`src/rtl/core/rk4_merge.sv`:
```
`timescale 1ns / 1ps
`default_nettype none
// ----------------------------------------------------------------------------
// rk4_merge
// combines lane results or load values into the state and the output payload register
// ----------------------------------------------------------------------------
module rk4_merge (
	input  wire               clk,
	input  wire               arst_n,
	input  wire               load,
	input  wire  [95:0]       load_pos,
	input  wire  [95:0]       load_vel,
	input  wire  [2:0]        lane_done,
	input  wire  [95:0]       lane_pos,
	input  wire  [95:0]       lane_vel,
	input  wire  [2:0]        lane_sat,
	input  wire               out_take,
	output logic [95:0]       pos_q,
	output logic [95:0]       vel_q,
	output logic              sat_q,
	output logic              out_valid_q
);
	always_ff @(posedge clk or negedge arst_n) begin
		if (!arst_n) begin
			pos_q <= '0;
			vel_q <= '0;
			sat_q <= 1'b0;
			out_valid_q <= 1'b0;
		end else begin
			if (load) begin
				pos_q <= load_pos;
				vel_q <= load_vel;
				sat_q <= 1'b0;
				out_valid_q <= 1'b1;
			end else if (lane_done[0]) begin
				pos_q <= lane_pos;
				vel_q <= lane_vel;
				sat_q <= |lane_sat;
				out_valid_q <= 1'b1;
			end else if (out_take) begin
				out_valid_q <= 1'b0;
			end
		end
	end

`ifndef ASSERT_OFF
	a_lanes_together: assert property (@(posedge clk) disable iff (!arst_n)
		lane_done[0] |-> (lane_done == 3'b111)) else $error("lanes out of step");
	a_no_overlap: assert property (@(posedge clk) disable iff (!arst_n)
		!(load && lane_done[0])) else $error("load collides with step");
`endif
endmodule
`default_nettype wire

```
`config.mk`:
```
export PLATFORM = sky130hd
export DESIGN_NAME = rk4_merge
export DESIGN_NICKNAME = d
export VERILOG_FILES = /design/src/rtl/core/rk4_merge.sv
export SDC_FILE = /design/constraint.sdc
export NUM_CORES = 1
export LEC_CHECK = 0
export ABC_AREA = 1
export BUFFER_PORTS_ARGS = -buffer_cell sky130_fd_sc_hd__buf_4
export CAP_MARGIN = 20
export CORE_AREA = 2 2 231 233
export CTS_BUF_LIST = sky130_fd_sc_hd__clkbuf_2 sky130_fd_sc_hd__clkbuf_4 sky130_fd_sc_hd__clkbuf_8
export CTS_CLUSTER_SIZE = 16
export DETAILED_ROUTE_END_ITERATION = 6
export DIE_AREA = 0 0 233 235
export MAX_ROUTING_LAYER = met4
export PLACE_DENSITY = 0.51
export SLEW_MARGIN = 10
export SYNTH_ARGS = -nofsm -noshare
export SYNTH_HDL_FRONTEND = slang
export SYNTH_SLANG_ARGS = --single-unit
```
`constraint.sdc`:
```
create_clock -name clk -period 0.8 [get_ports clk]
set_input_delay 0.12 -clock clk [delete_from_list [all_inputs] [get_ports clk]]
set_output_delay 0.12 -clock clk [all_outputs]
set_load 0.1 [all_outputs]
```
==> run summary, run 1 <==
The number of maximum-capacitance violations came out at 0. The final reports fail on hold timing, setup timing. The startpoint type of the worst setup path is a flip-flop. The setup slack of the critical path after layout came out at -599.5 ps. The static leakage power came out at ~0.010 uW. The net count of the finished layout is between 2000 and 2500.

The flow ran to the end, but the final reports show violations. The clock-pin transition on the worst setup and hold timing paths came out at between 100 and 150 ps. The DRC violation total after the first TritonRoute iteration is 566. During synthesis, Yosys emitted a total of 0 warnings. After detailed routing, the average wire length per cell comes to ~17 um. The flip-flop and latch count after synthesis is ~190. The area occupied by registers is approximately 5600 sq um. The first global-routing pass estimated roughly 74000 um of wire. The final hold violation count came out at 1. For this design the top-level I/O count stands at 588.

The average size of a mapped cell is roughly 8.3 sq um. In the final layout, the share of cells above drive strength 1 is 0.4667. The number of global-route vias before repair is 13380. The pin count of the biggest net entering global routing is 40. The longest clock path from root to sink contains 2 buffers. The power per cell area is between 1500 and 2000 nW/um^2.

IR analysis of the VDD net gives a maximum drop of approximately 1000 uV. The remaining design rule violation count came out at 0. The hold slack came out at -1.953 ps. The final critical-path required period came out at between 1000 and 1500 ps. The fill cell total of the finished layout came out at ~4600. The kind of path behind the tightest hold check is in -> async. The number of max-slew violations in the final report came to 0.

The total setup violations reported at the end of the flow came out at 208. The netlist uses 13 different library cells. The worst clock skew on the final layout is 0 ps. In this run the remaining antenna-violating nets after routing total 0. Setup repair after global routing could not meet its margin everywhere. The number of antenna violations at the first check in global routing is 6.

The first-pass detailed-route iteration total came out at 5. Summed over all nets, the half-perimeter wirelength after detailed placement is 32040 um. The level count of the clock H-tree is 4. Data arrives at the worst endpoint at roughly 1300 ps. For the worst-skew pair, the clock arrives at the later sink with an insertion delay of approximately 560 ps. The CTS tree is built. The weighted congestion at the end of routability-driven global placement is between 0.8 and 0.9. The post-synthesis to final-layout area growth is 155.2%. The effective utilization at floorplan came out at 0.1687.

The worst-case headroom to the max-slew limit is 0.6816. The initialized floorplan defines between 80 and 90 standard-cell rows. On the critical path, the stage with the largest delay is an instance of sky130_fd_sc_hd__dfrtp_4. Synthesis produced a netlist with a net count of 1454.

CTS placed an instance of sky130_fd_sc_hd__clkbuf_8 at the clock tree root. The total wire length after detailed routing came out at 48450 um. Synthesis handed over a netlist of approximately 1100 instances. Prior to clock tree synthesis, the placed netlist has a worst setup slack of -232.8 ps. The leftover overflow at the end of global routing came out at 0.

The vertical die dimension is approximately 240 um. The floorplan core area came out at between 50000 and 60000 sq um. The critical path endpoint category is an output pin. On the critical path the largest part of the delay comes from flip-flops. The final clock period utilization by the worst path came out at 1.749. The part of the Yosys area used for sequential elements is 0.5508. Traced cell by cell, the critical path runs through buf_12. The area taken by multi-input logic gates came out at 3592 sq um. The number of sinks driven by the clock tree is 194. Of all nets on the critical path, the largest fanout is 2.

The CTS buffer count is 17. The worst path buffer plus inverter count came out at 1. Summing every instance area after synthesis gives about 8800 sq um. The maximum clock frequency came out at ~0.7 GHz. The biggest cell delay along the critical path came out at about 530 ps. For this run, the total global-route usage over all layers was measured as 0.1822.

The number of buffer cells added on primary ports is a little under 600. The via count came out at approximately 12000. The horizontal die dimension came out at around 230 um. STA puts the critical path data required time at 680 ps. The die outline area came out at roughly 55000 sq um.

The number of vias per cell after detailed routing is around 4.3. The pin slew with the least headroom to its limit came out at 477.6 ps. The critical path is of the reg -> out type.
power breakdown:
| part | internal (uW) | total [uW] | switching (uW) |
|---|---|---|---|
| clock network | 2620 | 6880 | 4260 |
| logic | 7250 | 17300 | 10100 |
| registers | 11300 | 12500 | 1150 |
| total | 21200 | 36700 | 15500 |
cell families (layout without fill, tap and decap cells):
group,Yosys count,in the layout,synth area share
AO/OA/AOI/OAI,2,2,0.001136
buffers and inverters,91,1131,0.06346
flip-flops,194,194,0.5508
other,0,6,0
AND/OR/NAND/NOR,773,773,0.3846
worst paths after layout:
| path | startpoint | endpoint | slack (ps) | depth (start not counted) |
|---|---|---|---|---|
| max | pos_q[16] | pos_q[16] | -600 | 1 |
| min | arst_n | vel_q[51] | -2 | 2 |
| max reg2reg | pos_q[78] | pos_q[78] | -160 | 4 |
| min reg2reg | vel_q[16] | vel_q[16] | 570 | 2 |
| max in group asynchronous | arst_n | pos_q[55] | 190 | 4 |
| min in group clk | lane_done[0] | vel_q[33] | 40 | 4 |
placed cells by master (no fill, tap or decap):
master and count:
sky130_fd_sc_hd__buf_12 219, sky130_fd_sc_hd__buf_4 466, sky130_fd_sc_hd__buf_6 15, sky130_fd_sc_hd__bufinv_16 1
sky130_fd_sc_hd__clkbuf_8 18, sky130_fd_sc_hd__clkinv_2 2, sky130_fd_sc_hd__clkinv_4 3, sky130_fd_sc_hd__clkinv_8 3
sky130_fd_sc_hd__dfrtp_2 1, sky130_fd_sc_hd__dfrtp_4 193, sky130_fd_sc_hd__diode_2 6, sky130_fd_sc_hd__dlygate4sd3_1 390
sky130_fd_sc_hd__dlymetal6s4s_1 3, sky130_fd_sc_hd__inv_1 3, sky130_fd_sc_hd__inv_2 1, sky130_fd_sc_hd__inv_6 4
sky130_fd_sc_hd__inv_8 3, sky130_fd_sc_hd__nand2_1 355, sky130_fd_sc_hd__nand2_2 27, sky130_fd_sc_hd__nand2_4 4
sky130_fd_sc_hd__nand3_1 365, sky130_fd_sc_hd__nand3_2 19, sky130_fd_sc_hd__nor2_1 2, sky130_fd_sc_hd__nor2_4 1
sky130_fd_sc_hd__o21ai_0 1, sky130_fd_sc_hd__o21ai_1 1
worst reg2reg max path, stage by stage, from the launching register on:
cell and delay [ps]:
sky130_fd_sc_hd__dfrtp_4 510, sky130_fd_sc_hd__buf_6 120, sky130_fd_sc_hd__buf_6 110, sky130_fd_sc_hd__nand2_4 50
sky130_fd_sc_hd__nand3_2 60
cell usage after synthesis:
cell | count | area (sq um)
sky130_fd_sc_hd__nor2_1 | 2 | 7.510
sky130_fd_sc_hd__inv_2 | 1 | 3.750
sky130_fd_sc_hd__inv_1 | 4 | 15.01
sky130_fd_sc_hd__o21ai_0 | 2 | 10.01
sky130_fd_sc_hd__nand3_1 | 384 | 1922
sky130_fd_sc_hd__buf_6 | 10 | 112.6
sky130_fd_sc_hd__buf_2 | 48 | 240.2
sky130_fd_sc_hd__buf_4 | 22 | 165.2
sky130_fd_sc_hd__nand2_1 | 386 | 1449
sky130_fd_sc_hd__nor2_4 | 1 | 11.26
sky130_fd_sc_hd__clkbuf_1 | 5 | 18.77
sky130_fd_sc_hd__buf_1 | 1 | 3.750
sky130_fd_sc_hd__dfrtp_1 | 194 | 4855
flip-flops by register name (all words and copies together), names as in the netlist:
register and count:
out_valid_q 1, pos_q 96, sat_q 1, vel_q 96
per-layer routing:
metal	up-vias	track usage	share of wire
met4	0	0.1025	0.045
met3	135	0.05680	0.077
met2	604	0.3090	0.50
met1	5718	0.1852	0.37
li1	5572	-	-
met5	-	-	0
what timing repair did:
action	CTS	global route
setup endpoints to repair	194	248
resized for setup	592	55
hold buffers	396	1
setup buffers	6	8
endpoints found under the hold margin	388	7
metrics by stage:
step / std cells / instance area [sq um] / utilization / TNS (ps) / power (uW)
finish: 2794 / 22490 / 0.4305 / -109540 / 36660
global route: 2794 / 22490 / 0.4305 / -125360 / 38100
CTS: 2784 / 22260 / 0.4262 / -137580 / 36820
detailed placement: 2350 / 15380 / 0.2945 / -37060 / 25100
global placement: 2350 / 15380 / 0.2945 / -34850 / 25050
floorplan: 1060 / 9548 / - / -14210 / 20580
cell type report:
| type | instances | share of cell area |
|---|---|---|
| Antenna cell | 6 | 0.0006677 |
| Clock buffer | 17 | 0.01040 |
| Clock inverter | 15 | 0.007789 |
| Inverter | 5 | 0.001057 |
| Multi-Input combinational cell | 775 | 0.1597 |
| Sequential cell | 194 | 0.2482 |
| Tap cell | 688 | 0.03828 |
| Timing Repair Buffer | 1094 | 0.5339 |
Power figures use the tool's default switching activity.
==> run 2: changes to the inputs <==
--- a/config.mk
+++ b/config.mk
@@ -8,13 +8,15 @@
 export ABC_AREA = 1
 export BUFFER_PORTS_ARGS = -buffer_cell sky130_fd_sc_hd__buf_4
 export CAP_MARGIN = 20
-export CORE_AREA = 2 2 231 233
+export CELL_PAD_IN_SITES_DETAIL_PLACEMENT = 1
+export CELL_PAD_IN_SITES_GLOBAL_PLACEMENT = 1
+export CORE_AREA = 2 2 226 228
 export CTS_BUF_LIST = sky130_fd_sc_hd__clkbuf_2 sky130_fd_sc_hd__clkbuf_4 sky130_fd_sc_hd__clkbuf_8
 export CTS_CLUSTER_SIZE = 16
 export DETAILED_ROUTE_END_ITERATION = 6
-export DIE_AREA = 0 0 233 235
+export DIE_AREA = 0 0 228 230
 export MAX_ROUTING_LAYER = met4
-export PLACE_DENSITY = 0.51
+export PLACE_DENSITY = 0.67
 export SLEW_MARGIN = 10
 export SYNTH_ARGS = -nofsm -noshare
 export SYNTH_HDL_FRONTEND = slang
==> constraint.sdc (replaced) <==
create_clock -name clk -period 0.8 [get_ports clk]
set_input_delay 0.24 -clock clk [delete_from_list [all_inputs] [get_ports clk]]
set_output_delay 0.24 -clock clk [all_outputs]
set_load 0.1 [all_outputs]
==> run summary, run 2 (synthesis results as in run 1) <==
Outcome: finished, violations left (unchanged). Violations in the final reports: setup timing (was hold timing, setup timing). The kind of cell adding the most delay to the critical path is flip-flops (unchanged). The final critical-path required period came to 1540 ps (was 1399 ps). The worst setup slack before clock tree synthesis came to -369.5 ps (was -232.8 ps). The power per cell area is 1630 nW/um^2 (about the same). The leftover overflow at the end of global routing is 0 (unchanged).

The row count came out at 82 (was 84). The top-level port count is 588 (unchanged). The number of vias per cell after detailed routing is 4.672 (was 4.305). The number of buffers between clock root and the deepest sink came to 2 (unchanged). The wire length of the first global-routing pass is 92850 um (was 74230 um).

The post-synthesis to final-layout area growth was 160.9% (was 155.2%). The startpoint-to-endpoint class of the critical path is reg -> out (unchanged). The kind of path behind the tightest hold check is in -> reg (was in -> async).

The number of sinks driven by the clock tree is 194 (unchanged). The number of placed cells counting well taps came out at 2326 (was 2350). The final clock period utilization by the worst path came out at 1.925 (was 1.749).

The worst path required time came out at 560 ps (was 680 ps). The net count of the finished layout is 2478 (was 2481). The critical path data arrival time is 1300 ps (was 1280 ps). The worst-case headroom to the max-slew limit is 0.7945 (was 0.6816). The startpoint type of the worst setup path is a flip-flop (unchanged). The global router's overall resource usage came to 0.2388 (was 0.1822). Commonest cells after routing, fill and taps aside: 456 x sky130_fd_sc_hd__buf_4, 388 x sky130_fd_sc_hd__dlygate4sd3_1, 304 x sky130_fd_sc_hd__nand3_1, 290 x sky130_fd_sc_hd__nand2_1, 222 x sky130_fd_sc_hd__buf_12 (was 466 x sky130_fd_sc_hd__buf_4, 390 x sky130_fd_sc_hd__dlygate4sd3_1, 365 x sky130_fd_sc_hd__nand3_1, 355 x sky130_fd_sc_hd__nand2_1, 219 x sky130_fd_sc_hd__buf_12). The horizontal die dimension came out at 228 um (was 233 um). The final HPWL from detailed placement is 33490 um (was 32040 um). The total setup violations reported at the end of the flow came out at 243 (was 208).

The worst-skew pair later-pin latency came out at 560 ps (about the same). The number of buffer cells added on primary ports is 585 (unchanged). The setup slack of the critical path after layout is -739.9 ps (was -599.5 ps).

The via count is 12970 (was 12030). The pin count of the biggest net entering global routing is 39 (was 40). The commonest non-fill, non-tap cell in the layout is sky130_fd_sc_hd__buf_4 (unchanged). The CTS tree is built (unchanged). The vertical die dimension is 230 um (was 235 um).

The average wire length per cell after detail routing was 23.92 um (was 17.34 um). The number of global-route vias before repair is 14830 (was 13380). The area occupied by registers came to 5583 sq um (was 5580 sq um). The CTS buffer count is 17 (unchanged).

The total wire length after detailed routing came out at 66420 um (was 48450 um). Cell-by-cell trace of the critical path: buf_12 (unchanged). The biggest cell delay along the critical path is 530 ps (about the same). The level count of the clock H-tree came to 4 (unchanged). The slowest cell on the critical path is sky130_fd_sc_hd__dfrtp_4 (unchanged).

The cell at the root of the clock tree is sky130_fd_sc_hd__clkbuf_8 (unchanged). The total chip power is 37470 uW (was 36660 uW). The worst clock skew on the final layout came to 0 ps (unchanged).

The static leakage power was 0.01051 uW (was 0.01015 uW). The remaining design rule violation count is 0 (unchanged). Largest registers: pos_q: 96 flops, vel_q: 96 flops (unchanged).

The clock-pin transition on the worst setup and hold timing paths is 130 ps (about the same). The worst path buffer plus inverter count is 1 (unchanged). The area taken by multi-input logic gates is 4139 sq um (was 3592 sq um). The maximum clock frequency came out at 0.6494 GHz (was 0.7146 GHz). The number of max-slew violations in the final report is 0 (unchanged). The effective utilization at floorplan came out at 0.1768 (was 0.1687).

The DRC violation total after the first TritonRoute iteration is 769 (was 566). The first-pass detailed-route iteration total came to 5 (unchanged). The remaining antenna violation count came out at 0 (unchanged). The die outline area was 52440 sq um (was 54760 sq um). The share of the core filled with cells in the final layout is 0.4611 (was 0.4305).

The final cell count without fillers came to 2776 (was 2794). The worst-path maximum fanout is 2 (unchanged). The fill cell total of the finished layout was 5414 (was 4623). The weighted congestion at the end of routability-driven global placement is 0.9085 (was 0.8922). The critical path endpoint category was an output pin (unchanged).

The pin slew with the least headroom to its limit came to 308.3 ps (was 477.6 ps). The number of antenna violations at the first check in global routing is 6 (unchanged). Setup repair after global routing missed its margin: yes (unchanged). The number of maximum-capacitance violations is 0 (unchanged). The layout cell share with drive strength beyond 1 is 0.5284 (was 0.4667). The peak ir drop on the vdd network came out at 949.9 uV (was 998.3 uV). The final hold violation count is 0 (was 1). The floorplan core area came out at 49860 sq um (was 52240 sq um).
==> run 2: changes by cell type in the layout (fill, tap and decap cells not counted), moves of 9 or more <==
cell,change
sky130_fd_sc_hd__nand2_2,+53
sky130_fd_sc_hd__nand2_1,-65
sky130_fd_sc_hd__buf_6,+9
sky130_fd_sc_hd__nand3_2,+59
sky130_fd_sc_hd__nand2_4,+12
sky130_fd_sc_hd__buf_4,-10
sky130_fd_sc_hd__nand3_1,-61
==> run 2: path summary, 6_finish.rpt <==
check | start | end | slack [ps] | cells after the start
min reg2reg | vel_q[4] | vel_q[4] | 570 | 2
max in group asynchronous | arst_n | vel_q[63] | 150 | 4
max reg2reg | pos_q[22] | pos_q[22] | -150 | 3
min in group asynchronous | arst_n | vel_q[79] | 220 | 3
min | lane_vel[53] | vel_q[53] | 90 | 3
max | vel_q[23] | vel_q[23] | -740 | 1
==> run 2: layer usage <==
layer | vias up | global-route usage | share of wire
met5 | - | - | 0
met4 | 0 | 0.09886 | 0.049
met1 | 6499 | 0.2502 | 0.36
met2 | 713 | 0.4291 | 0.52
li1 | 5556 | - | -
met3 | 202 | 0.05804 | 0.068
==> run 2: area by class of cell <==
class                      count  share of cell area
clock inverter                13            0.004517
antenna                        7           0.0007619
inverter                       5            0.001034
timing repair buffer        1091              0.5235
sequential                   194              0.2428
clock buffer                  19             0.01083
tap                          672             0.03657
multi-input combinational    775              0.1800
==> run 2: repair_timing <==
item                                    CTS  global route
setup buffers                             5            21
pin swaps                                 2            22
hold endpoints to repair                388             1
resized for setup                       594           203
endpoints found under the setup margin  195           300
hold buffers                            387             1
==> run 2: metrics by stage <==
| stage | area (sq um) | hold WS, ps | TNS [ps] |
|---|---|---|---|
| after floorplan | 9707 | -55.57 | -33500 |
| after global placement | 15340 | 199.4 | -83050 |
| after detailed placement | 15340 | 193.6 | -86500 |
| after CTS | 22070 | 1.841 | -144780 |
| after global routing | 22990 | 45.29 | -148990 |
| final | 22990 | 88.43 | -139260 |
==> run 2: power breakdown <==
part | internal [uW] | switching, uW
logic | 7420 | 10800
registers | 11300 | 1330
clock network | 2270 | 4290
total | 21000 | 16400
==> run 3: changes to the inputs <==
--- a/config.mk
+++ b/config.mk
@@ -11,8 +11,7 @@
 export CELL_PAD_IN_SITES_DETAIL_PLACEMENT = 1
 export CELL_PAD_IN_SITES_GLOBAL_PLACEMENT = 1
 export CORE_AREA = 2 2 226 228
-export CTS_BUF_LIST = sky130_fd_sc_hd__clkbuf_2 sky130_fd_sc_hd__clkbuf_4 sky130_fd_sc_hd__clkbuf_8
-export CTS_CLUSTER_SIZE = 16
+export CTS_BUF_LIST = sky130_fd_sc_hd__clkbuf_4
 export DETAILED_ROUTE_END_ITERATION = 6
 export DIE_AREA = 0 0 228 230
 export MAX_ROUTING_LAYER = met4
==> run summary, run 3 (synthesis results as in run 1) <==
Outcome: finished, violations left (unchanged). Violations in the final reports: hold timing, setup timing (was setup timing). The power per cell area is 1572 nW/um^2 (was 1630 nW/um^2). The worst setup slack before clock tree synthesis is -369.5 ps (unchanged). The final HPWL from detailed placement is 33490 um (unchanged).

The cell at the root of the clock tree was sky130_fd_sc_hd__clkbuf_4 (was sky130_fd_sc_hd__clkbuf_8). The floorplan core area came to 49860 sq um (unchanged). The peak ir drop on the vdd network is 716.6 uV (was 949.9 uV). The clock-pin transition on the worst setup and hold timing paths came out at 200 ps (was 130 ps). The worst clock skew on the final layout came out at 0 ps (unchanged). The pin slew with the least headroom to its limit came out at 851.8 ps (was 308.3 ps). The first element of the critical path is pos_q[22] (was vel_q[23]). The vertical die dimension came out at 230 um (unchanged).

Largest registers: pos_q: 96 flops, vel_q: 96 flops (unchanged). The static leakage power is 0.01082 uW (was 0.01051 uW). The die outline area is 52440 sq um (unchanged). The worst-path maximum fanout came out at 2 (unchanged). The worst path buffer plus inverter count came out at 1 (unchanged). The first-pass detailed-route iteration total came out at 5 (unchanged). The total wire length after detailed routing is 67670 um (was 66420 um). The worst-case headroom to the max-slew limit came out at 0.4303 (was 0.7945). The number of buffer cells added on primary ports is 585 (unchanged). The CTS tree was built (unchanged). The setup slack of the critical path after layout was -952.9 ps (was -739.9 ps). Cell-by-cell trace of the critical path: buf_12 (unchanged).

The final critical-path required period was 1753 ps (was 1540 ps). The post-synthesis to final-layout area growth came out at 165.3% (was 160.9%). The effective utilization at floorplan was 0.1768 (unchanged). The biggest cell delay along the critical path is 550 ps (was 530 ps).

The layout cell share with drive strength beyond 1 is 0.5443 (was 0.5284). The detailed route wirelength on metal3 is 4468 um (was 4497 um). The total setup violations reported at the end of the flow came out at 388 (was 243). The kind of path behind the tightest hold check is in -> async (was in -> reg). The startpoint-to-endpoint class of the critical path is reg -> out (unchanged). The critical path data arrival time is 1510 ps (was 1300 ps). The number of placed cells counting well taps came out at 2326 (unchanged). The number of buffers between clock root and the deepest sink is 2 (unchanged). The via count came to 13120 (was 12970). The level count of the clock H-tree came out at 4 (unchanged). Setup repair after global routing missed its margin: yes (unchanged). The top-level port count came out at 588 (unchanged). The horizontal die dimension is 228 um (unchanged).

The final cell count without fillers was 2816 (was 2776). The slowest cell on the critical path is sky130_fd_sc_hd__dfrtp_4 (unchanged). The number of maximum-capacitance violations came out at 0 (unchanged).

The final clock period utilization by the worst path is 2.191 (was 1.925). The topmost layer with routed signal wires is met4 (unchanged). The cell area after placement came out at 15340 sq um (unchanged). The hold slack came out at -8.446 ps (was 88.43 ps).

The net count of the finished layout came to 2514 (was 2478). The global router's overall resource usage came out at 0.2448 (was 0.2388). The row count is 82 (unchanged). The remaining design rule violation count came out at 0 (unchanged).

The number of max-slew violations in the final report is 0 (unchanged). The wire length of the first global-routing pass was 94810 um (was 92850 um). The number of antenna violations at the first check in global routing is 8 (was 6). The CTS buffer count came out at 17 (unchanged). The remaining antenna violation count came out at 0 (unchanged).

The met1 wire length came out at 24920 um (was 24000 um). The DRC violation total after the first TritonRoute iteration came out at 726 (was 769). The area of all placed cells without fillers came to 23390 sq um (was 22990 sq um). The critical path endpoint category is an output pin (unchanged). The kind of cell adding the most delay to the critical path was flip-flops (unchanged). The startpoint type of the worst setup path is a flip-flop (unchanged). The final hold violation count came out at 4 (was 0). Commonest cells after routing, fill and taps aside: 467 x sky130_fd_sc_hd__buf_4, 399 x sky130_fd_sc_hd__dlygate4sd3_1, 300 x sky130_fd_sc_hd__nand3_1, 260 x sky130_fd_sc_hd__nand2_1, 223 x sky130_fd_sc_hd__buf_12 (was 456 x sky130_fd_sc_hd__buf_4, 388 x sky130_fd_sc_hd__dlygate4sd3_1, 304 x sky130_fd_sc_hd__nand3_1, 290 x sky130_fd_sc_hd__nand2_1, 222 x sky130_fd_sc_hd__buf_12).

The average wire length per cell after detail routing is 24.03 um (was 23.92 um). The number of sinks driven by the clock tree is 194 (unchanged). The pin count of the biggest net entering global routing is 39 (unchanged).

The met2 wirelength from detailed routing came out at 35230 um (was 34650 um). The worst-skew pair later-pin latency is 750 ps (was 560 ps). The total chip power came out at 36760 uW (was 37470 uW). The leftover overflow at the end of global routing was 0 (unchanged).

The maximum clock frequency came out at 0.5705 GHz (was 0.6494 GHz). The number of global-route vias before repair came out at 15220 (was 14830). The number of vias per cell after detailed routing came out at 4.658 (was 4.672).

The weighted congestion at the end of routability-driven global placement is 0.9085 (unchanged). The origin of the critical flop-to-flop path is vel_q[51] (was pos_q[22]). The commonest non-fill, non-tap cell in the layout is sky130_fd_sc_hd__buf_4 (unchanged). The worst path required time is 560 ps (about the same).
run 3: cell types whose count changed in the layout (fill, tap and decap cells not counted), moves of 6 or more:
cell,change
sky130_fd_sc_hd__dlymetal6s4s_1,+6
sky130_fd_sc_hd__buf_4,+11
sky130_fd_sc_hd__nand2_4,+8
sky130_fd_sc_hd__nand2_2,+22
sky130_fd_sc_hd__nand2_1,-30
sky130_fd_sc_hd__dlygate4sd3_1,+11
sky130_fd_sc_hd__nand3_2,+6
sky130_fd_sc_hd__clkbuf_8,-17
sky130_fd_sc_hd__clkbuf_4,+18
run 3: through the flow:
step                      TNS, ps  utilization
after floorplan            -33500            -
after global placement     -83050       0.3077
after detailed placement   -86500       0.3077
after CTS                 -240100       0.4450
after global routing      -243270       0.4690
final                     -229210       0.4690
run 3: final cells by class:
class | count | area (sq um)
Timing Repair Buffer | 1127 | 12410
Antenna cell | 11 | 27.53
Inverter | 5 | 23.77
Multi-Input combinational cell | 775 | 4259
Clock buffer | 19 | 142.6
Sequential cell | 194 | 5583
Fill cell | 5382 | 26480
Tap cell | 672 | 840.8
Clock inverter | 13 | 103.9
run 3: path summary, 6_finish.rpt:
path | end | slack (ps) | depth (start not counted)
setup / recovery | pos_q[22] | -950 | 1
hold / removal | vel_q[51] | -8 | 3
setup reg to reg | vel_q[51] | -200 | 4
hold reg to reg | pos_q[92] | 580 | 2
max in group asynchronous | pos_q[28] | -90 | 4
min in group clk | sat_q | 20 | 5
run 3: where the power goes:
part	leakage, uW	internal, uW	total [uW]	switching, uW
combinational	0.00855	7590	18500	10900
clock	0.000134	1360	5560	4200
sequential	0.00214	11300	12700	1350
run 3: repair_timing:
item / CTS / global route
buffers inserted: 5 / 36
resized for setup: 595 / 262
cloned: 0 / 1
endpoints found under the setup margin: 195 / 390
hold endpoints to repair: 388 / 36
pin swaps: 2 / 27
hold buffers: 409 / 3
run 3: per-layer routing:
| metal | up-vias | track usage |
|---|---|---|
| met5 | - | - |
| met4 | 0 | 0.1134 |
| met3 | 191 | 0.06746 |
| met2 | 683 | 0.4287 |
| met1 | 6602 | 0.2559 |
| li1 | 5640 | - |
